--- config.mk ---
export PLATFORM = sky130hd
export DESIGN_NAME = tcp_congestion_window_control_core
export DESIGN_NICKNAME = d
export VERILOG_FILES = /design/src/hw/rtl/tcwc_pkg.sv /design/src/hw/rtl/tcp_congestion_window_control_core.sv
export SDC_FILE = /design/constraint.sdc
export NUM_CORES = 2
export LEC_CHECK = 0
export ABC_AREA = 1
export BUFFER_PORTS_ARGS = -buffer_cell sky130_fd_sc_hd__buf_4
export CAP_MARGIN = 20
export CORE_ASPECT_RATIO = 1.2
export CORE_MARGIN = 2
export CORE_UTILIZATION = 45
export DETAILED_ROUTE_END_ITERATION = 8
export RECOVER_POWER = 25
export SETUP_SLACK_MARGIN = 0.2
export SYNTH_ARGS = -nofsm -noshare
export SYNTH_HDL_FRONTEND = slang
export SYNTH_SLANG_ARGS = --single-unit
--- constraint.sdc ---
create_clock -name clk -period 25.3 [get_ports clk]
set_input_delay 1.265 -clock clk [delete_from_list [all_inputs] [get_ports clk]]
set_output_delay 1.265 -clock clk [all_outputs]
set_load 0.005 [all_outputs]
--- src/hw/rtl/tcwc_pkg.sv ---
// tcwc_pkg: shared types and constants for the congestion window controller
// holds command, event, phase and register codes, the sequencer state type and field widths
// no dependencies
`timescale 1ns / 1ps

package tcwc_pkg;

  // field widths
  localparam int unsigned SegsW  = 10;
  localparam int unsigned MssW   = 16;
  localparam int unsigned WordW  = 32;
  localparam int unsigned RtoW   = 35;
  localparam int unsigned PhaseW = 3;
  localparam int unsigned CodeW  = 3;
  localparam int unsigned CmdW   = 2;
  localparam int unsigned CfgIdxW = 2;

  // segments * mss, and segments * mss * mss
  localparam int unsigned Prod1W = SegsW + MssW;
  localparam int unsigned ProdW  = SegsW + 2 * MssW;
  // window plus the widest increment
  localparam int unsigned SumW   = ProdW + 1;
  // one quotient bit per divider step
  localparam int unsigned DivSteps = ProdW;
  localparam int unsigned DivCntW  = $clog2(DivSteps);

  // packed port widths
  localparam int unsigned InDataW  = 48;
  localparam int unsigned OutDataW = 168;

  // reset values
  localparam logic [MssW-1:0]  MssReset       = 16'd1460;
  localparam logic [WordW-1:0] CeilingReset   = 32'd65535;
  localparam logic [WordW-1:0] ThresholdReset = 32'h7fff_ffff;

  // commands carried in tuser
  localparam logic [CmdW-1:0] CMD_ACK   = 2'd0;
  localparam logic [CmdW-1:0] CMD_EVENT = 2'd1;
  localparam logic [CmdW-1:0] CMD_STATE = 2'd2;

  // congestion events
  localparam logic [CodeW-1:0] EV_LOSS     = 3'd0;
  localparam logic [CodeW-1:0] EV_TIMEOUT  = 3'd1;
  localparam logic [CodeW-1:0] EV_ECN      = 3'd2;
  localparam logic [CodeW-1:0] EV_FAST_REC = 3'd3;

  // congestion phases
  localparam logic [PhaseW-1:0] PH_OPEN     = 3'd0;
  localparam logic [PhaseW-1:0] PH_CWR      = 3'd2;
  localparam logic [PhaseW-1:0] PH_RECOVERY = 3'd3;
  localparam logic [PhaseW-1:0] PH_LOSS     = 3'd4;

  // configuration register indexes
  localparam logic [CfgIdxW-1:0] CFG_SEGMENT_SIZE   = 2'd0;
  localparam logic [CfgIdxW-1:0] CFG_WINDOW_CEILING = 2'd1;

  // sequencer states
  typedef enum logic [8:0] {
    ST_IDLE  = 9'b000000001,
    ST_MUL1  = 9'b000000010,
    ST_MUL2  = 9'b000000100,
    ST_DIV   = 9'b000001000,
    ST_GROW  = 9'b000010000,
    ST_EVT   = 9'b000100000,
    ST_SETP  = 9'b001000000,
    ST_RTT   = 9'b010000000,
    ST_OUT   = 9'b100000000
  } seq_state_t;

endpackage

--- src/hw/rtl/tcp_congestion_window_control_core.sv ---
// Reno congestion window controller: window growth, congestion events, phase writes, rtt/rto
// depends on tcwc_pkg
`timescale 1ns / 1ps

// One item is taken at a time; in_tready is high only while the sequencer is idle. An ack
// that grows the window in congestion avoidance makes two passes through the shared
// 26x16 multiplier to form segments*mss*mss, then a restoring divider produces one of 42
// quotient bits per cycle against the current window. A result waits in the output
// register until taken; the next item may be accepted meanwhile, but its result is held
// back until the register frees.
// The configuration channel is always ready; write it only while the block is idle.
module tcp_congestion_window_control_core (
  input  logic                          clk,
  input  logic                          rst_n,
  // input items
  input  logic                          in_tvalid,
  output logic                          in_tready,
  // segments_acked, rtt_sample, event_code, new_state (lowest first)
  input  logic [tcwc_pkg::InDataW-1:0]  in_tdata,
  // cmd
  input  logic [tcwc_pkg::CmdW-1:0]     in_tuser,
  // result items
  output logic                          out_tvalid,
  input  logic                          out_tready,
  // window_bytes, threshold_bytes, phase, smoothed_rtt, rtt_spread, retransmit_timeout,
  // then two zero bits (lowest first)
  output logic [tcwc_pkg::OutDataW-1:0] out_tdata,
  // configuration writes
  input  logic                          cfg_valid,
  output logic                          cfg_ready,
  input  logic [tcwc_pkg::CfgIdxW-1:0]  cfg_index,
  input  logic [tcwc_pkg::WordW-1:0]    cfg_data
);
  import tcwc_pkg::*;

  // configuration
  logic [MssW-1:0]   mss_r;
  logic [WordW-1:0]  ceiling_r;

  // controller state
  logic [WordW-1:0]  window_r,    window_nxt;
  logic [WordW-1:0]  thresh_r,    thresh_nxt;
  logic [PhaseW-1:0] phase_r,     phase_nxt;
  logic [WordW-1:0]  rtt_r,       rtt_nxt;
  logic [WordW-1:0]  var_r,       var_nxt;
  logic [RtoW-1:0]   rto_r,       rto_nxt;

  // captured item
  logic [SegsW-1:0]  segs_r;
  logic [WordW-1:0]  sample_r;
  logic [CodeW-1:0]  ev_r;
  logic [CodeW-1:0]  ns_r;

  // sequencer and shared arithmetic
  seq_state_t        state_r, state_nxt;
  logic [ProdW-1:0]  prod_r,  prod_nxt;
  logic [WordW-1:0]  rem_r,   rem_nxt;
  logic [WordW-1:0]  div_r,   div_nxt;
  logic [DivCntW-1:0] cnt_r,  cnt_nxt;

  // output register
  logic                out_valid_r, out_valid_nxt;
  logic [OutDataW-1:0] out_data_r,  out_data_nxt;

  logic              in_xfer;
  logic              out_free;
  logic [Prod1W-1:0] mul_a;
  logic [ProdW-1:0]  mul_p;
  logic [WordW:0]    trial;
  logic [WordW-1:0]  halved;
  logic [WordW-1:0]  floor2;
  logic              slow_start;
  logic [ProdW-1:0]  inc;
  logic [SumW-1:0]   grown;
  logic [RtoW-1:0]   var_sum;
  logic [WordW-1:0]  var_new;

  assign cfg_ready  = 1'b1;
  assign in_tready  = (state_r == ST_IDLE);
  assign in_xfer    = in_tvalid && in_tready;
  assign out_tvalid = out_valid_r;
  assign out_tdata  = out_data_r;
  assign out_free   = !out_valid_r || out_tready;

  // shared multiplier: segments*mss, then (segments*mss)*mss
  assign mul_a = (state_r == ST_MUL1) ? {{MssW{1'b0}}, segs_r} : prod_r[Prod1W-1:0];
  assign mul_p = {{MssW{1'b0}}, mul_a} * ProdW'(mss_r);

  // restoring divider step: bring down the next dividend bit
  assign trial = {rem_r, prod_r[ProdW-1]};

  // threshold halving rule
  assign floor2 = {{(WordW-MssW-1){1'b0}}, mss_r, 1'b0};
  assign halved = ((window_r >> 1) > floor2) ? (window_r >> 1) : floor2;

  assign slow_start = (window_r < thresh_r);

  // growth: increment and capped window
  always_comb begin
    inc = (prod_r == '0) ? ProdW'(1) : prod_r;
    if (phase_r == PH_RECOVERY) begin
      grown = SumW'(window_r) + SumW'(prod_r[Prod1W-1:0]);
    end else if (slow_start) begin
      grown = SumW'(window_r) + SumW'(prod_r[Prod1W-1:0]);
      if (grown > SumW'(thresh_r)) begin
        grown = SumW'(thresh_r);
      end
    end else begin
      grown = SumW'(window_r) + SumW'(inc);
    end
    if (grown > SumW'(ceiling_r)) begin
      grown = SumW'(ceiling_r);
    end
  end

  // rtt variance update
  assign var_sum = RtoW'(var_r) + RtoW'({var_r, 1'b0}) + RtoW'(sample_r);
  assign var_new = (var_r == '0) ? (sample_r >> 1) : var_sum[WordW+1:2];

  // sequencer
  always_comb begin
    state_nxt     = state_r;
    window_nxt    = window_r;
    thresh_nxt    = thresh_r;
    phase_nxt     = phase_r;
    rtt_nxt       = rtt_r;
    var_nxt       = var_r;
    rto_nxt       = rto_r;
    prod_nxt      = prod_r;
    rem_nxt       = rem_r;
    div_nxt       = div_r;
    cnt_nxt       = cnt_r;
    out_valid_nxt = out_valid_r;
    out_data_nxt  = out_data_r;

    if (out_valid_r && out_tready) begin
      out_valid_nxt = 1'b0;
    end

    case (state_r)
      ST_IDLE: begin
        if (in_xfer) begin
          case (in_tuser)
            CMD_ACK: begin
              if (in_tdata[SegsW-1:0] != '0) begin
                state_nxt = ST_MUL1;
              end else begin
                state_nxt = ST_RTT;
              end
            end
            CMD_EVENT: state_nxt = ST_EVT;
            CMD_STATE: state_nxt = ST_SETP;
            default:   state_nxt = ST_OUT;
          endcase
        end
      end
      // segments * mss; avoidance needs a second pass and the divider
      ST_MUL1: begin
        prod_nxt = mul_p;
        if (phase_r == PH_RECOVERY || slow_start) begin
          state_nxt = ST_GROW;
        end else begin
          state_nxt = ST_MUL2;
        end
      end
      ST_MUL2: begin
        prod_nxt  = mul_p;
        rem_nxt   = '0;
        div_nxt   = (window_r == '0) ? WordW'(1) : window_r;
        cnt_nxt   = DivCntW'(DivSteps - 1);
        state_nxt = ST_DIV;
      end
      // one quotient bit per cycle, quotient shifts into the dividend register
      ST_DIV: begin
        if (trial >= {1'b0, div_r}) begin
          rem_nxt  = WordW'(trial - {1'b0, div_r});
          prod_nxt = {prod_r[ProdW-2:0], 1'b1};
        end else begin
          rem_nxt  = trial[WordW-1:0];
          prod_nxt = {prod_r[ProdW-2:0], 1'b0};
        end
        cnt_nxt = cnt_r - 1'b1;
        if (cnt_r == '0) begin
          state_nxt = ST_GROW;
        end
      end
      ST_GROW: begin
        window_nxt = grown[WordW-1:0];
        state_nxt  = ST_RTT;
      end
      // congestion events
      ST_EVT: begin
        case (ev_r)
          EV_LOSS: begin
            thresh_nxt = halved;
            phase_nxt  = PH_RECOVERY;
          end
          EV_TIMEOUT: begin
            thresh_nxt = halved;
            window_nxt = WordW'(mss_r);
            phase_nxt  = PH_LOSS;
          end
          EV_ECN: begin
            thresh_nxt = halved;
            window_nxt = halved;
            phase_nxt  = PH_CWR;
          end
          EV_FAST_REC: phase_nxt = PH_RECOVERY;
          default: ;
        endcase
        state_nxt = ST_RTT;
      end
      // phase write; codes above loss are ignored
      ST_SETP: begin
        if (ns_r <= PH_LOSS) begin
          phase_nxt = ns_r;
          if (ns_r == PH_RECOVERY || ns_r == PH_LOSS) begin
            thresh_nxt = halved;
          end
        end
        state_nxt = ST_OUT;
      end
      // rtt, variance and timeout from a nonzero sample
      ST_RTT: begin
        if (sample_r != '0) begin
          rtt_nxt = sample_r;
          var_nxt = var_new;
          rto_nxt = RtoW'(sample_r) + RtoW'({var_new, 2'b00});
        end
        state_nxt = ST_OUT;
      end
      // load the result once the output register is free
      ST_OUT: begin
        if (out_free) begin
          out_valid_nxt = 1'b1;
          out_data_nxt  = {2'b00, rto_r, var_r, rtt_r, phase_r, thresh_r, window_r};
          state_nxt     = ST_IDLE;
        end
      end
      default: state_nxt = ST_IDLE;
    endcase
  end

  // control and controller state
  always_ff @(posedge clk) begin
    if (!rst_n) begin
      state_r     <= ST_IDLE;
      out_valid_r <= 1'b0;
      mss_r       <= MssReset;
      ceiling_r   <= CeilingReset;
      window_r    <= '0;
      thresh_r    <= ThresholdReset;
      phase_r     <= PH_OPEN;
      rtt_r       <= '0;
      var_r       <= '0;
      rto_r       <= '0;
    end else begin
      state_r     <= state_nxt;
      out_valid_r <= out_valid_nxt;
      window_r    <= window_nxt;
      thresh_r    <= thresh_nxt;
      phase_r     <= phase_nxt;
      rtt_r       <= rtt_nxt;
      var_r       <= var_nxt;
      rto_r       <= rto_nxt;
      // configuration transfer
      if (cfg_valid && cfg_ready) begin
        case (cfg_index)
          CFG_SEGMENT_SIZE:   mss_r     <= cfg_data[MssW-1:0];
          CFG_WINDOW_CEILING: ceiling_r <= cfg_data;
          default: ;
        endcase
      end
    end
  end

  // payload registers
  always_ff @(posedge clk) begin
    prod_r     <= prod_nxt;
    rem_r      <= rem_nxt;
    div_r      <= div_nxt;
    cnt_r      <= cnt_nxt;
    out_data_r <= out_data_nxt;
    // capture the item on its transfer
    if (in_xfer) begin
      segs_r   <= in_tdata[9:0];
      sample_r <= in_tdata[41:10];
      ev_r     <= in_tdata[44:42];
      ns_r     <= in_tdata[47:45];
    end
  end

endmodule

==> results.toml <==
[sta]
grt_setup_unrepaired = "no"
skew_ns = 0.0764
period_needed_ns = 8.64
fin_ws_ns = 16.66
setup_tns_ns = 0
min_period_over_period_pct = 34.1
hold_viol_final = 0
max_freq_ghz = 0.116
worst_pin_slew_ns = 2.59
slew-limit-headroom_pct = -73.0
setup_viol = 0
finalMaxSlewViolations = 61

[synth]
seq_area_frac_synth_pct = 29.4
synth_area_per_cell_sq_um = 7.87
synth_edf_count = 323
synth_ff_type = "edfxtp_1"
ys_seq_elements = 544
async_reset_ff_share_pct = 0
syn_area_sq_mm = 0.0480
yosysUniqueCellTypes = 57
synthCells = 6094
yosys_warnings = 0

[drt]
drt_wl_total_mm = 169
drc = 0
firstDrtPassIters = 6
drtIter0Drc = 3405
ant_nets = 0
vias = 42400
wl_per_cell_um = 22.0
viasPerCell = 5.52

[outcome]
status = "finished, violations left"
violations = "max-capacitance violations, max-slew violations"

[critical_path]
r2r_start = "state_r[4]"
crit_type = "flop to flop"
path_max_fanout = 21
crit_path_frequent_cell = "inv_1"
regToRegSetupSlack_ns = 16.66
startpoint_type = "flop"
critPathCaptureType = "flop"
rr_endpoint = "prod_r[37]"
arrival_ns = 9.02
cpPeakStageDelay_ns = 0.57
critPathSlowestCell = "fa_1"
cp_top_family = "adder cells"
critPathBufInv = 9
ff2ff_path_depth = 34
cp.required_ns = 25.68

[worst_hold_path]
hold_depth = 0
whs_endpoint = "out_tdata[162]"
min-delay-path-class = "flop to flop"
worstHoldStart = "rto_r[31]"

[clocking]
post_cts_resized = 0
clock_latency_ns = 0.71
clock-sinks = 544
hold_buffers = 0
cts_buffers = 59
h-tree-depth = 2
clk_pin_slew_worst_paths_ns = 0.06
clock-root-buffer = "clkbuf_16"
cts_tree = "built"
cts_setup_buffers = 0
cts_buffer_depth = 3

[global_routing]
grt_usage_pct = 30.9
grt_first_pass_wirelength_mm = 256
grt_start_max_net_pins = 164
overflow = 0
grt_pass1_vias = 42200
antenna_found_initial = 7

[floorplanning]
fp.dieW_um = 302
start_util_pct = 45.2
row_count = 131
ios = 260
die-area_sq_mm = 0.109
core_area_sq_mm = 0.106
die_h_um = 362

[power_and_ir_drop]
power.density_mw_per_mm2 = 98.9
ir_worst_vdd_mv = 0.114
cellLeakagePower_nw = 25.7

[placed_design]
dpl_cell_area_sq_mm = 0.0514
numPortBuffers = 255
place_congestion = 1.01
hpwl_mm = 133
dp_worst_setup_slack_ns = 16.78

[final_layout]
final_cell_mix = "nand2_1 (1280), inv_1 (947), nor2_1 (502), a21oi_1 (477), ha_1 (392)"
fillers = 10400
nets = 7087
drive_above_1_share_pct = 8.46
finalInstanceArea_sq_mm = 0.0532
areaGrowthSynthToFinish_pct = 11.0
mostFrequentLayoutCell = "nand2_1"

[flow_run]
drv_cap = 1
## how the worst max path moves through the flow
stage | startpoint | endpoint | cells after the start
after floorplan | out_tready | out_tdata[0] | 2
after global placement | state_r[4] | prod_r[28] | 34
after detailed placement | state_r[4] | prod_r[37] | 36
after CTS | state_r[4] | prod_r[37] | 36
after global routing | state_r[6] | prod_r[34] | 35
final | state_r[4] | prod_r[37] | 34
## synthesized netlist by cell type (27+ instances only)
cell / instances / area share, %
nor2_2: 45 / 0.59
fa_1: 370 / 15
o21ai_0: 387 / 4.0
xor2_1: 69 / 1.3
clkbuf_1: 227 / 1.8
edfxtp_1: 323 / 20
nor4_1: 44 / 0.57
inv_1: 947 / 7.4
nand4_1: 78 / 1.0
nand3_1: 279 / 2.9
ha_1: 392 / 10
dfxtp_1: 221 / 9.2
buf_2: 27 / 0.28
a31oi_1: 34 / 0.44
nor2_1: 513 / 4.0
nor3_1: 56 / 0.58
nand2_1: 1283 / 10
o211ai_1: 47 / 0.74
xnor2_1: 59 / 1.1
a21oi_1: 477 / 5.0
or2_2: 38 / 0.50
## registers in the layout (all words and copies together) (netlist names)
name,count
ceiling_r,32
thresh_r,31
ns_r,3
var_r,32
phase_r,3
prod_r,42
out_tdata,163
mss_r,16
div_r,32
segs_r,10
state_r,9
rem_r,32
rtt_r,32
ev_r,3
out_tvalid,1
sample_r,32
cnt_r,6
rto_r,33
window_r,32
## report_power, final
part           total [mW]  switching, mW  internal [mW]  leakage, nW
clock               0.895          0.391          0.504        0.975
sequential           1.12         0.0419           1.07         4.68
combinational        3.26           2.12           1.14         20.0
## logic make-up (layout without fill, tap and decap cells)
logic type / after synthesis / count (layout) / share of synthesized area (%)
xor gates and xnor gates: 128 / 128 / 2.34
adders and majority gates: 762 / 762 / 25.7
DFF: 544 / 544 / 29.4
and+or+nand+nor: 2373 / 2373 / 20.8
AOI/OAI and AO/OA: 1052 / 1052 / 11.9
buffers and inverters: 1233 / 1424 / 9.83
other: 2 / 10 / 0.0157
## metal layers
metal  GRT usage [%]  part of all wire [%]  wire (um)  up-vias
li1                -                     -          -    20100
met2            52.3                    48      80500     1647
met4            18.5                   7.3      12300        4
met3            4.59                   6.6      11100      447
met5               0                 0.015         25        -
met1            37.1                    38      65000    20300
## per-stage QoR
step,util [%],total power [mW],cells,hold slack (ns)
after floorplan,-,3.34,6096,0.403
after global placement,48.4,4.32,7569,0.408
after detailed placement,48.4,4.33,7570,0.410
after CTS,50.3,5.24,7682,0.387
after global routing,50.2,5.72,7687,0.413
final,50.2,5.27,7689,0.402
## cell type report
| cell class | count | area (sq um) | area share [%] |
|---|---|---|---|
| multi-input combinational | 4319 | 29200 | 54.9 |
| sequential | 544 | 14100 | 26.5 |
| inverter | 963 | 3620 | 6.79 |
| timing repair buffer | 349 | 2510 | 4.72 |
| tap | 1396 | 1750 | 3.28 |
| clock buffer | 81 | 1660 | 3.12 |
| clock inverter | 31 | 325 | 0.611 |
| antenna | 6 | 15.0 | 0.0282 |
(Power assumes the default switching activity.)
